$ cat config.mk
export PLATFORM = sky130hd
export DESIGN_NAME = periodic_task_dispatcher_flat
export DESIGN_NICKNAME = d
export VERILOG_FILES = /design/src/hw/rtl/ptd_pkg.sv /design/src/hw/rtl/ptd_ifs.sv /design/src/hw/rtl/periodic_task_dispatcher.sv /design/src/hw/rtl/ptd_cfg_regs.sv /design/src/hw/rtl/ptd_dl_mem.sv /design/src/hw/rtl/ptd_sweep.sv /design/src/flat_wrapper.sv
export SDC_FILE = /design/constraint.sdc
export NUM_CORES = 1
export LEC_CHECK = 0
export ABC_AREA = 1
export BUFFER_PORTS_ARGS = -buffer_cell sky130_fd_sc_hd__buf_4
export CAP_MARGIN = 20
export CORE_MARGIN = 8
export CORE_UTILIZATION = 50
export DETAILED_ROUTE_END_ITERATION = 8
export PLACE_DENSITY = 0.67
export SLEW_MARGIN = 20
export SYNTH_ARGS = -nofsm -noshare
export SYNTH_HDL_FRONTEND = slang
export SYNTH_HIERARCHICAL = 1
export SYNTH_SLANG_ARGS = --single-unit
$ cat constraint.sdc
create_clock -name i_clk -period 16.2 [get_ports i_clk]
set_clock_uncertainty 0.15 [all_clocks]
set_input_delay 1.62 -clock i_clk [delete_from_list [all_inputs] [get_ports i_clk]]
set_output_delay 1.62 -clock i_clk [all_outputs]
set_load 0.02 [all_outputs]
$ cat src/hw/rtl/ptd_pkg.sv
`default_nettype none
package ptd_pkg;

    localparam int MAX_TASKS  = 4;
    localparam int NUM_REGS   = 4;
    localparam int NUM_TASKS  = (MAX_TASKS < NUM_REGS) ? MAX_TASKS : NUM_REGS;
    localparam int IDX_W      = (NUM_TASKS > 1) ? $clog2(NUM_TASKS) : 1;
    localparam int CNT_W      = $clog2(NUM_TASKS + 1);

    localparam int NOW_W      = 31;
    localparam int DL_W       = 32;
    localparam int PER_W      = 16;
    localparam int RUN_W      = 2;
    localparam int COUNT_W    = 3;
    localparam int CFG_IDX_W  = 3;
    localparam int CFG_DATA_W = 16;

    localparam logic               POLICY_RST = 1'b1;
    localparam logic [COUNT_W-1:0] COUNT_RST  = 3'd4;
    localparam logic [PER_W-1:0]   PERIOD_RST = 16'd100;
    localparam logic [NOW_W-1:0]   SLEEP_MAX  = {NOW_W{1'b1}};

    typedef enum logic [CFG_IDX_W-1:0] {
        REG_POLICY  = 3'd0,
        REG_COUNT   = 3'd1,
        REG_PERIOD0 = 3'd2,
        REG_PERIOD1 = 3'd3,
        REG_PERIOD2 = 3'd4,
        REG_PERIOD3 = 3'd5
    } t_reg_idx;

    typedef enum logic [2:0] {
        ST_IDLE,
        ST_UPD,
        ST_SEL,
        ST_WAKE,
        ST_OUT
    } t_state;

    typedef struct packed {
        logic                           policy;
        logic [COUNT_W-1:0]             count;
        logic [NUM_REGS-1:0][PER_W-1:0] period;
    } t_cfg;

    typedef struct packed {
        logic             we;
        logic [IDX_W-1:0] waddr;
        logic [DL_W-1:0]  wdata;
        logic [IDX_W-1:0] raddr;
    } t_mem_req;

endpackage
`default_nettype wire

$ cat src/hw/rtl/ptd_ifs.sv
`default_nettype none
interface ptd_in_if import ptd_pkg::*; ();
    logic             valid;
    logic             ready;
    logic [NOW_W-1:0] now_ms;
    logic             task_finished;

    modport source (output valid, output now_ms, output task_finished, input ready);
    modport sink (input valid, input now_ms, input task_finished, output ready);
endinterface

interface ptd_out_if import ptd_pkg::*; ();
    logic             valid;
    logic             ready;
    logic             run_valid;
    logic [RUN_W-1:0] run_task;
    logic             wake_valid;
    logic [NOW_W-1:0] sleep_ms;

    modport source (output valid, output run_valid, output run_task, output wake_valid,
                    output sleep_ms, input ready);
    modport sink (input valid, input run_valid, input run_task, input wake_valid,
                  input sleep_ms, output ready);
endinterface

interface ptd_cfg_if import ptd_pkg::*; ();
    logic                  valid;
    logic                  ready;
    logic [CFG_IDX_W-1:0]  index;
    logic [CFG_DATA_W-1:0] data;

    modport source (output valid, output index, output data, input ready);
    modport sink (input valid, input index, input data, output ready);
endinterface
`default_nettype wire

$ cat src/hw/rtl/periodic_task_dispatcher.sv
`default_nettype none
// Input is accepted only in the idle state, so each item runs to its result beat before
// the next is taken: three sweeps over the deadline memory, whose single read port
// returns one entry per cycle.
// Reset: synchronous active-low; registers to policy EDF, four tasks, periods 100 ms;
// clears started, running task and done flags; deadlines stay unwritten until first beat.
module periodic_task_dispatcher import ptd_pkg::*; (
    input  wire logic i_clk,
    input  wire logic i_rst_n,
    ptd_in_if.sink    i_in,
    ptd_out_if.source o_out,
    ptd_cfg_if.sink   i_cfg
);

    t_cfg            cfg;
    t_mem_req        mem_req;
    logic [DL_W-1:0] mem_rdata;

    ptd_cfg_regs u_cfg_regs (
        .i_clk   (i_clk),
        .i_rst_n (i_rst_n),
        .i_cfg   (i_cfg),
        .o_cfg   (cfg)
    );

    ptd_dl_mem u_dl_mem (
        .i_clk   (i_clk),
        .i_req   (mem_req),
        .o_rdata (mem_rdata)
    );

    ptd_sweep u_sweep (
        .i_clk   (i_clk),
        .i_rst_n (i_rst_n),
        .i_in    (i_in),
        .o_out   (o_out),
        .i_cfg   (cfg),
        .o_mem   (mem_req),
        .i_rdata (mem_rdata)
    );

endmodule
`default_nettype wire

$ cat src/hw/rtl/ptd_cfg_regs.sv
`default_nettype none
module ptd_cfg_regs import ptd_pkg::*; (
    input  wire logic i_clk,
    input  wire logic i_rst_n,
    ptd_cfg_if.sink   i_cfg,
    output t_cfg      o_cfg
);

    t_cfg r_cfg;

    assign i_cfg.ready = 1'b1;
    assign o_cfg       = r_cfg;

    always_ff @(posedge i_clk) begin
        if (!i_rst_n) begin
            r_cfg.policy <= POLICY_RST;
            r_cfg.count  <= COUNT_RST;
            r_cfg.period <= {NUM_REGS{PERIOD_RST}};
        end else if (i_cfg.valid && i_cfg.ready) begin
            unique case (t_reg_idx'(i_cfg.index))
                REG_POLICY:  r_cfg.policy    <= i_cfg.data[0];
                REG_COUNT:   r_cfg.count     <= i_cfg.data[COUNT_W-1:0];
                REG_PERIOD0: r_cfg.period[0] <= i_cfg.data[PER_W-1:0];
                REG_PERIOD1: r_cfg.period[1] <= i_cfg.data[PER_W-1:0];
                REG_PERIOD2: r_cfg.period[2] <= i_cfg.data[PER_W-1:0];
                REG_PERIOD3: r_cfg.period[3] <= i_cfg.data[PER_W-1:0];
                default: ;
            endcase
        end
    end

endmodule
`default_nettype wire

$ cat src/hw/rtl/ptd_dl_mem.sv
`default_nettype none
module ptd_dl_mem import ptd_pkg::*; (
    input  wire logic            i_clk,
    input  wire t_mem_req        i_req,
    output logic [DL_W-1:0]      o_rdata
);

    logic [DL_W-1:0] r_mem [NUM_TASKS];
    logic [DL_W-1:0] r_rdata;

    assign o_rdata = r_rdata;

    always_ff @(posedge i_clk) begin
        if (i_req.we) begin
            r_mem[i_req.waddr] <= i_req.wdata;
        end
        r_rdata <= r_mem[i_req.raddr];
    end

endmodule
`default_nettype wire

$ cat src/hw/rtl/ptd_sweep.sv
`default_nettype none
module ptd_sweep import ptd_pkg::*; (
    input  wire logic            i_clk,
    input  wire logic            i_rst_n,
    ptd_in_if.sink               i_in,
    ptd_out_if.source            o_out,
    input  wire t_cfg            i_cfg,
    output t_mem_req             o_mem,
    input  wire logic [DL_W-1:0] i_rdata
);

    t_state                 r_state, n_state;
    logic [CNT_W-1:0]       r_cnt, n_cnt;
    logic [CNT_W-1:0]       r_n, n_n;
    logic [NOW_W-1:0]       r_now, n_now;
    logic                   r_init, n_init;
    logic                   r_started, n_started;
    logic [IDX_W-1:0]       r_run_task, n_run_task;
    logic [NUM_TASKS-1:0]   r_done, n_done;
    logic                   r_sel_ok, n_sel_ok;
    logic [IDX_W-1:0]       r_sel, n_sel;
    logic [DL_W-1:0]        r_sel_dl, n_sel_dl;
    logic [PER_W-1:0]       r_sel_per, n_sel_per;
    logic                   r_wake_ok, n_wake_ok;
    logic [DL_W-1:0]        r_wake, n_wake;
    logic                   r_out_valid, n_out_valid;
    logic                   r_run_valid, n_run_valid;
    logic [RUN_W-1:0]       r_run_out, n_run_out;
    logic                   r_wake_valid, n_wake_valid;
    logic [NOW_W-1:0]       r_sleep, n_sleep;

    logic [CNT_W-1:0]       cfg_n;
    logic [IDX_W-1:0]       idx;
    logic                   proc;
    logic                   last;
    logic [PER_W-1:0]       per;
    logic [DL_W-1:0]        now_x;
    logic [DL_W-1:0]        dl0;
    logic                   due;
    logic [DL_W-1:0]        dl1;
    logic                   take;
    logic                   cand;
    logic [DL_W-1:0]        diff;

    assign i_in.ready       = (r_state == ST_IDLE);
    assign o_out.valid      = r_out_valid;
    assign o_out.run_valid  = r_run_valid;
    assign o_out.run_task   = r_run_out;
    assign o_out.wake_valid = r_wake_valid;
    assign o_out.sleep_ms   = r_sleep;

    always_ff @(posedge i_clk) begin
        if (!i_rst_n) begin
            r_state     <= ST_IDLE;
            r_cnt       <= '0;
            r_started   <= 1'b0;
            r_run_task  <= '0;
            r_done      <= '0;
            r_out_valid <= 1'b0;
        end else begin
            r_state     <= n_state;
            r_cnt       <= n_cnt;
            r_started   <= n_started;
            r_run_task  <= n_run_task;
            r_done      <= n_done;
            r_out_valid <= n_out_valid;
        end
    end

    always_ff @(posedge i_clk) begin
        r_n          <= n_n;
        r_now        <= n_now;
        r_init       <= n_init;
        r_sel_ok     <= n_sel_ok;
        r_sel        <= n_sel;
        r_sel_dl     <= n_sel_dl;
        r_sel_per    <= n_sel_per;
        r_wake_ok    <= n_wake_ok;
        r_wake       <= n_wake;
        r_run_valid  <= n_run_valid;
        r_run_out    <= n_run_out;
        r_wake_valid <= n_wake_valid;
        r_sleep      <= n_sleep;
    end

    always_comb begin
        cfg_n = (i_cfg.count > COUNT_W'(NUM_TASKS)) ? CNT_W'(NUM_TASKS) : CNT_W'(i_cfg.count);
        idx   = IDX_W'(r_cnt - CNT_W'(1));
        proc  = (r_cnt != '0);
        last  = (r_cnt == r_n);
        per   = i_cfg.period[idx];
        now_x = {1'b0, r_now};
        dl0   = r_init ? (now_x + DL_W'(per)) : i_rdata;
        due   = (dl0 <= now_x);
        dl1   = due ? (dl0 + DL_W'(per)) : dl0;
        take  = !r_sel_ok || (i_cfg.policy ? (i_rdata <= r_sel_dl) : (per <= r_sel_per));
        cand  = !r_sel_ok || (i_cfg.policy
                    ? (({1'b0, i_rdata} + (DL_W + 1)'(per)) < {1'b0, r_sel_dl})
                    : (per < r_sel_per));
        diff  = r_wake - now_x;

        n_state      = r_state;
        n_cnt        = r_cnt;
        n_n          = r_n;
        n_now        = r_now;
        n_init       = r_init;
        n_started    = r_started;
        n_run_task   = r_run_task;
        n_done       = r_done;
        n_sel_ok     = r_sel_ok;
        n_sel        = r_sel;
        n_sel_dl     = r_sel_dl;
        n_sel_per    = r_sel_per;
        n_wake_ok    = r_wake_ok;
        n_wake       = r_wake;
        n_out_valid  = r_out_valid && !o_out.ready;
        n_run_valid  = r_run_valid;
        n_run_out    = r_run_out;
        n_wake_valid = r_wake_valid;
        n_sleep      = r_sleep;

        o_mem.we    = 1'b0;
        o_mem.waddr = idx;
        o_mem.wdata = dl1;
        o_mem.raddr = (r_cnt < r_n) ? r_cnt[IDX_W-1:0] : '0;

        unique case (r_state)
            ST_IDLE: begin
                if (i_in.valid) begin
                    n_now     = i_in.now_ms;
                    n_init    = !r_started;
                    n_started = 1'b1;
                    n_n       = cfg_n;
                    n_cnt     = '0;
                    n_sel_ok  = 1'b0;
                    n_sel     = '0;
                    n_wake_ok = 1'b0;
                    if (r_started && i_in.task_finished) begin
                        n_done[r_run_task] = 1'b1;
                    end
                    n_state = ST_UPD;
                end
            end
            ST_UPD: begin
                if (proc) begin
                    o_mem.we = 1'b1;
                    if (r_init || due) begin
                        n_done[idx] = 1'b0;
                    end
                end
                n_cnt = last ? '0 : r_cnt + CNT_W'(1);
                if (last) begin
                    n_state = ST_SEL;
                end
            end
            ST_SEL: begin
                if (proc && !r_done[idx] && take) begin
                    n_sel_ok  = 1'b1;
                    n_sel     = idx;
                    n_sel_dl  = i_rdata;
                    n_sel_per = per;
                end
                n_cnt = last ? '0 : r_cnt + CNT_W'(1);
                if (last) begin
                    n_state = ST_WAKE;
                end
            end
            ST_WAKE: begin
                if (proc && cand && (!r_wake_ok || i_rdata < r_wake)) begin
                    n_wake_ok = 1'b1;
                    n_wake    = i_rdata;
                end
                n_cnt = last ? '0 : r_cnt + CNT_W'(1);
                if (last) begin
                    n_state = ST_OUT;
                end
            end
            ST_OUT: begin
                if (!r_out_valid || o_out.ready) begin
                    n_out_valid  = 1'b1;
                    n_run_valid  = r_sel_ok;
                    n_run_out    = r_sel_ok ? RUN_W'(r_sel) : '0;
                    n_wake_valid = r_wake_ok;
                    if (r_wake_ok && r_wake > now_x) begin
                        n_sleep = diff[DL_W-1] ? SLEEP_MAX : diff[NOW_W-1:0];
                    end else begin
                        n_sleep = '0;
                    end
                    if (r_sel_ok) begin
                        n_run_task = r_sel;
                    end
                    n_state = ST_IDLE;
                end
            end
            default: n_state = ST_IDLE;
        endcase
    end

    a_write_in_update: assert property (@(posedge i_clk) disable iff (!i_rst_n)
        o_mem.we |-> (r_state == ST_UPD))
        else $error("deadline write outside update sweep");

    a_cnt_bound: assert property (@(posedge i_clk) disable iff (!i_rst_n)
        (r_state == ST_UPD || r_state == ST_SEL || r_state == ST_WAKE) |-> (r_cnt <= r_n))
        else $error("sweep counter past task count");

    a_accept_starts: assert property (@(posedge i_clk) disable iff (!i_rst_n)
        (i_in.valid && i_in.ready) |=> (r_state == ST_UPD && r_cnt == '0))
        else $error("accepted beat did not start update sweep");

    a_sel_pending: assert property (@(posedge i_clk) disable iff (!i_rst_n)
        (r_state == ST_WAKE && r_sel_ok) |-> !r_done[r_sel])
        else $error("selected task is marked done");

    a_started_after: assert property (@(posedge i_clk) disable iff (!i_rst_n)
        (r_state == ST_SEL) |-> r_started)
        else $error("selection before first initialization");

endmodule
`default_nettype wire

$ cat src/flat_wrapper.sv
// flat-port wrapper written by rule: the top's interface ports become plain ports
module periodic_task_dispatcher_flat import ptd_pkg::*;
  (i_clk, i_rst_n, i_in_valid, i_in_now_ms, i_in_task_finished, i_in_ready, o_out_valid, o_out_run_valid, o_out_run_task, o_out_wake_valid, o_out_sleep_ms, o_out_ready, i_cfg_valid, i_cfg_index, i_cfg_data, i_cfg_ready);
  ptd_in_if i_in_i ();
  ptd_out_if o_out_i ();
  ptd_cfg_if i_cfg_i ();
  input  wire logic i_clk;
  input  wire logic i_rst_n;
  input wire logic [$bits(i_in_i.valid)-1:0] i_in_valid;
  input wire logic [$bits(i_in_i.now_ms)-1:0] i_in_now_ms;
  input wire logic [$bits(i_in_i.task_finished)-1:0] i_in_task_finished;
  output wire logic [$bits(i_in_i.ready)-1:0] i_in_ready;
  output wire logic [$bits(o_out_i.valid)-1:0] o_out_valid;
  output wire logic [$bits(o_out_i.run_valid)-1:0] o_out_run_valid;
  output wire logic [$bits(o_out_i.run_task)-1:0] o_out_run_task;
  output wire logic [$bits(o_out_i.wake_valid)-1:0] o_out_wake_valid;
  output wire logic [$bits(o_out_i.sleep_ms)-1:0] o_out_sleep_ms;
  input wire logic [$bits(o_out_i.ready)-1:0] o_out_ready;
  input wire logic [$bits(i_cfg_i.valid)-1:0] i_cfg_valid;
  input wire logic [$bits(i_cfg_i.index)-1:0] i_cfg_index;
  input wire logic [$bits(i_cfg_i.data)-1:0] i_cfg_data;
  output wire logic [$bits(i_cfg_i.ready)-1:0] i_cfg_ready;
  assign i_in_i.valid = i_in_valid;
  assign i_in_i.now_ms = i_in_now_ms;
  assign i_in_i.task_finished = i_in_task_finished;
  assign i_in_ready = i_in_i.ready;
  assign o_out_valid = o_out_i.valid;
  assign o_out_run_valid = o_out_i.run_valid;
  assign o_out_run_task = o_out_i.run_task;
  assign o_out_wake_valid = o_out_i.wake_valid;
  assign o_out_sleep_ms = o_out_i.sleep_ms;
  assign o_out_i.ready = o_out_ready;
  assign i_cfg_i.valid = i_cfg_valid;
  assign i_cfg_i.index = i_cfg_index;
  assign i_cfg_i.data = i_cfg_data;
  assign i_cfg_ready = i_cfg_i.ready;
  periodic_task_dispatcher u_core (.i_clk(i_clk), .i_rst_n(i_rst_n), .i_in(i_in_i), .o_out(o_out_i), .i_cfg(i_cfg_i));
endmodule
# Word-level counts from Yosys, hierarchy flattened
# Memory sizes are Yosys's and may differ from the RTL's. A register that Yosys moved wholly into a read port is not among the register bits.
# Cells that the tools add are included.
# word_totals
mem_bits_ro	0
regBits	236
ramBits	128
output_inout_bits	38
wordCells	154
in_bits	56
latchBits	0
memories	1
# op_classes
eq_ne	20
add_sub_neg	6
div_mod_pow	0
magnitude_cmp	13
n_mux	42
shifts	0
n_reduce_logical	44
mul	0
n_bitwise	3
# memory_table
memory	depth	word_bits	rd	rd_clocked_by_memory_dff	write_ports	line	rtl
u_core.u_dl_mem.r_mem	4	32	1	1	1	ptd_dl_mem.sv:8	logic [DL_W-1:0] r_mem [NUM_TASKS];
# ops
cell	n
32-bit 2-to-1 mux	2
32-bit by 16-bit adder with 33-bit output	1
33-bit by 32-bit less-than comparator with 1-bit output	1
31-bit by 16-bit adder with 32-bit output	1
32-bit by 16-bit adder with 32-bit output	1
16-bit binary-select mux with 2-bit select	1
32-bit by 31-bit greater-than comparator with 1-bit output	1
32-bit by 31-bit less-or-equal comparator with 1-bit output	1
32-bit less-or-equal comparator	1
32-bit less-than comparator	1
32-bit by 31-bit subtractor with 32-bit output	1
31-bit 2-to-1 mux	1
2-bit AND reduction	11
3-bit 2-to-1 mux	7
2-bit inequality test (second input constant)	9
16-bit less-or-equal comparator	1
16-bit less-than comparator	1
16-bit 2-to-1 mux	1
4-bit 2-to-1 mux	4
3-bit case mux with 5 select lines	1
1-bit 2-to-1 mux	14
3-bit by 2-bit equality test with 1-bit output (second input constant)	4
5-bit AND reduction	2
3-bit equality test (second input constant)	3
27 further kinds	57

# Depth between registers and ports, before layout
# logic_depth
depth_word	11
depth_mapped	42
depth_no_buf	40

# By module
# Netlist, hierarchy kept.
# by_module_without_submodules
module	instances	area_each_um2	cells_each	seq_area_each_um2
ptd_sweep	1	15808.9	2080	4904.7
ptd_dl_mem	1	6078.3	541	4484.3
ptd_cfg_regs	1	2747.6	388	1361.3

# Worst setup path after synthesis
# No wires, ideal clock.
# synth_path
kind	flip-flop to flip-flop
from	register u_core.u_sweep.r_cnt[0]
to	register u_core.u_sweep.r_wake[0] (enable)
setup_slack_ns	10.015
t_arrival_ns	5.648
setup_time_ns	0.387
stages_incl_launch_ff	31
required_time_ns	15.663
path_cell_list	dfxtp_1 > clkinv_1 > clkbuf_1 > ha_1 > inv_1 > clkbuf_1 > a21oi_1 > a32oi_1 > inv_1 > fa_1 > o21ai_1 > nand2_1 > nand2_1 > nand2_1 > nand2_1 > nand2_1 > nor4_2 > nand2_1 > xor2_1 > ha_1 > a21oi_1 > nor3_1 > a211oi_1 > nor2_1 > nor2_1 > nand2_1 > nor2_1 > nand3_1 > nand2_1 > nand3_1 > inv_1
# synth_rtl
element	line	rtl
start: declaration	ptd_sweep.sv:13	logic [CNT_W-1:0] r_cnt, n_cnt;
start signal: assignment	ptd_sweep.sv:62	r_cnt <= n_cnt;
end signal: assignment	ptd_sweep.sv:79	r_wake <= n_wake;
end: declaration	ptd_sweep.sv:25	logic [DL_W-1:0] r_wake, n_wake;

==> flow_summary.json <==
{
  "synth-xor-area-share_pct": 3.27,
  "drv_slew": 0,
  "worstMarginPinSlew_ps": 971,
  "finalNetCount": 3389,
  "fmax_ghz": 0.137,
  "fin_crit_sh_pct": 44.9,
  "postSynthCellCount": 3009,
  "slew_headroom_pct": 35.3,
  "die_area_sq_um": 56600,
  "synth-adder-area-share_pct": 11.9,
  "tns_ps": 0,
  "coreArea_sq_um": 48700,
  "cts_root_buf": "clkbuf_16",
  "synthMuxAreaShare_pct": 0,
  "ant_nets": 0,
  "drc_errors": 0,
  "fin_hold_ws_ps": 308,
  "max_stage_delay_ps": 680,
  "drt_iter0_markers": 1736,
  "cp_top_family": "simple AND/OR/NAND/NOR gates",
  "ys_types": 54,
  "ys_ff_latch": 396,
  "cts_buffer_depth": 3,
  "synth-seq-area-share_pct": 43.6,
  "drt_first_pass_iters": 5,
  "clock-sinks": 396,
  "powerDensity_nw_per_um2": 215,
  "synth_edf_count": 282,
  "setup_violations": 0,
  "synth_area_sq_um": 24600,
  "endpoint_kind": "flop",
  "htreeDepth": 2,
  "path_max_fanout": 34,
  "synth.avg_cell_area_sq_um": 8.19,
  "rows": 81,
  "synth_top_family_by_area": "simple AND/OR/NAND/NOR gates",
  "io_buffer_count": 92,
  "cts-resized-gates": 0,
  "hold_class": "flop to flop",
  "fillers": 4385,
  "via_count": 20900,
  "rsz0062_at_grt": "no",
  "routed_wl_um": 70800,
  "maxCapViolCount": 0,
  "slowest_stage": "o22ai_1",
  "async_flop_share_pct": 0,
  "gr-usage-met2_pct": 37.2,
  "cts_made_buffers": 44,
  "die_h_um": 238,
  "synth-simple-area-share_pct": 23.0,
  "fp.dieW_um": 238,
  "drive_gt1_share_pct": 8.38,
  "worst-path-buf-inv": 6,
  "hold_violations": 0,
  "clkTransAtPathRegs_ps": 60,
  "critPathKind": "flop to flop",
  "pin_count": 94,
  "yosysWarnings": 6,
  "antenna_found_initial": 0,
  "status": "finished clean",
  "areaGrowthSynthToFinish_pct": 11.3,
  "wire_per_inst_um": 18.6,
  "track_usage_pct": 24.3,
  "synth-main-ff-cell": "edfxtp_1",
  "period_minus_slack_ps": 7280,
  "grt_max_degree": 79,
  "grt_pass1_vias": 19500,
  "met3_usage_pct": 4.00,
  "via_per_inst": 5.49,
  "busiest_layer": "met2",
  "hold_buffers": 0,
  "syn-num-nets": 3297,
  "clock_latency_ps": 580,
  "max-vdd-ir-drop_v": 0.000132,
  "worstPathRequired_ps": 16360,
  "synth_compound_area_share_pct": 9.24,
  "initial_utilization_pct": 50.5,
  "routabilityCongestion": 0.962,
  "grt_pass1_wl_um": 108000,
  "dp_hpwl_um": 53100,
  "p_leak_nw": 12.8,
  "tritoncts": "yes",
  "critPathArrivalTime_ps": 7430,
  "start_kind": "flop",
  "critPathMostFrequentCell": "nand2_1",
  "overflow": 0,
  "cts_setup_buffers": 0,
  "finalPower_mw": 5.91,
  "grtUsageMet1_pct": 34.6
}
==> where the power goes <==
part	leakage [nW]	switching, mW	total (mW)	internal, mW
clock network	0.722	0.406	1.00	0.596
logic	8.56	2.17	3.27	1.11
registers	3.51	0.199	1.63	1.43
total	12.8	2.77	5.91	3.14
==> logic make-up after synthesis <==
family                   Yosys count
AND/OR/NAND/NOR                 1347
buffers and inverters            538
AO/OA/AOI/OAI                    403
flip-flops                       396
adder cells (fa/ha/maj)          232
XOR/XNOR                          92
other                              1
==> state kept, by name, summed over array words and instances (netlist names), 2 cells and up <==
register,flops
u_core/u_cfg_regs/o_cfg,68
u_core/u_dl_mem/o_rdata,32
u_core/u_dl_mem/r_mem,128
u_core/u_sweep/o_out.run_task,2
u_core/u_sweep/o_out.sleep_ms,31
u_core/u_sweep/r_cnt,3
u_core/u_sweep/r_done,4
u_core/u_sweep/r_n,3
u_core/u_sweep/r_now,31
u_core/u_sweep/r_run_task,2
u_core/u_sweep/r_sel,2
u_core/u_sweep/r_sel_dl,32
u_core/u_sweep/r_sel_per,16
u_core/u_sweep/r_state,3
u_core/u_sweep/r_wake,32
==> metrics by stage <==
step / instances / utilization [%] / setup slack (ps) / cell area, sq um
2_1_floorplan: 3009 / - / 10020 / 24600
3_3_place_gp: 3718 / 53.2 / 9090 / 25900
3_5_place_dp: 3719 / 53.2 / 9060 / 26000
4_1_cts: 3801 / 56.3 / 9000 / 27400
5_1_grt: 3801 / 56.3 / 8310 / 27400
6_report: 3803 / 56.3 / 8920 / 27400
==> final timing paths <==
check | startpoint | endpoint | slack [ps] | cells past startpoint
max | u_core/u_sweep/r_cnt[1]$_SDFFE_PN0P_ | u_core/u_dl_mem/r_mem[0][30]$_DFFE_PP_ | 8920 | 36
min | u_core/u_cfg_regs/o_cfg[54]$_SDFFE_PN1P_ | u_core/u_cfg_regs/o_cfg[54]$_SDFFE_PN1P_ | 310 | 2
max reg2reg | u_core/u_sweep/r_cnt[1]$_SDFFE_PN0P_ | u_core/u_dl_mem/r_mem[0][30]$_DFFE_PP_ | 8920 | 36
min reg2reg | u_core/u_cfg_regs/o_cfg[54]$_SDFFE_PN1P_ | u_core/u_cfg_regs/o_cfg[54]$_SDFFE_PN1P_ | 310 | 2
==> worst reg2reg max path, delay by kind of cell (launching register included) <==
family	cells	cell delay, ps
simple gates	24	2770
buf+inv	6	1310
fa+ha+maj	3	1250
compound gates	3	1170
flops	1	380
==> synth_stat cells (4+ instances only) <==
library cell / number / share of area (%)
nand2_1: 730 / 11
buf_2: 20 / 0.41
o211ai_1: 9 / 0.27
nor2_1: 274 / 4.2
inv_1: 455 / 6.9
a211oi_1: 9 / 0.27
o21ai_0: 123 / 2.5
clkinv_1: 4 / 0.061
buf_4: 14 / 0.43
buf_6: 12 / 0.55
nor3_1: 27 / 0.55
a21oi_2: 5 / 0.18
a21oi_1: 175 / 3.6
dfxtp_1: 114 / 9.3
o21a_1: 8 / 0.24
edfxtp_1: 282 / 34
ha_1: 228 / 12
xor2_1: 49 / 1.7
o21bai_1: 8 / 0.24
o22ai_1: 15 / 0.38
buf_1: 4 / 0.061
o21ai_2: 6 / 0.21
a21o_1: 12 / 0.37
o21ai_1: 8 / 0.16
nand4_1: 42 / 1.1
inv_2: 9 / 0.14
clkbuf_1: 20 / 0.30
a31oi_1: 5 / 0.13
nor4_1: 12 / 0.30
xnor2_1: 43 / 1.5
nor2_4: 7 / 0.32
nor2_2: 12 / 0.30
nand2_2: 19 / 0.48
nand3_1: 210 / 4.3
a21boi_0: 4 / 0.12
or2_2: 5 / 0.13
fa_1: 4 / 0.33
==> layout make-up <==
cell class,count,area [sq um],area share (%)
Antenna cell,2,5.00,0.0182
Clock buffer,64,1320,4.81
Tap cell,664,831,3.03
Inverter,468,1760,6.41
Clock inverter,18,149,0.543
Timing Repair Buffer,116,878,3.20
Multi-Input combinational cell,2075,11700,42.8
Sequential cell,396,10800,39.2
==> placed cells by master, fill, tap and decap left out, types with 14 or more instances in the layout <==
cell / instances
nand2_1: 730
inv_1: 453
edfxtp_1: 282
nor2_1: 270
ha_1: 228
nand3_1: 210
a21oi_1: 175
o21ai_0: 123
buf_4: 115
dfxtp_1: 114
xor2_1: 49
clkbuf_16: 46
xnor2_1: 43
nand4_1: 42
nor3_1: 23
nand2_2: 19
o22ai_1: 15
nor2_2: 14
==> metal layers <==
metal  wire, um  vias up  share of wire [%]
met4       2180        0                3.1
met5          0        -                  0
met2      30600      772                 43
met1      32200     9860                 46
li1           -    10100                  -
met3       5720      122                8.1
No activity file was read; power rests on OpenSTA's default activity.
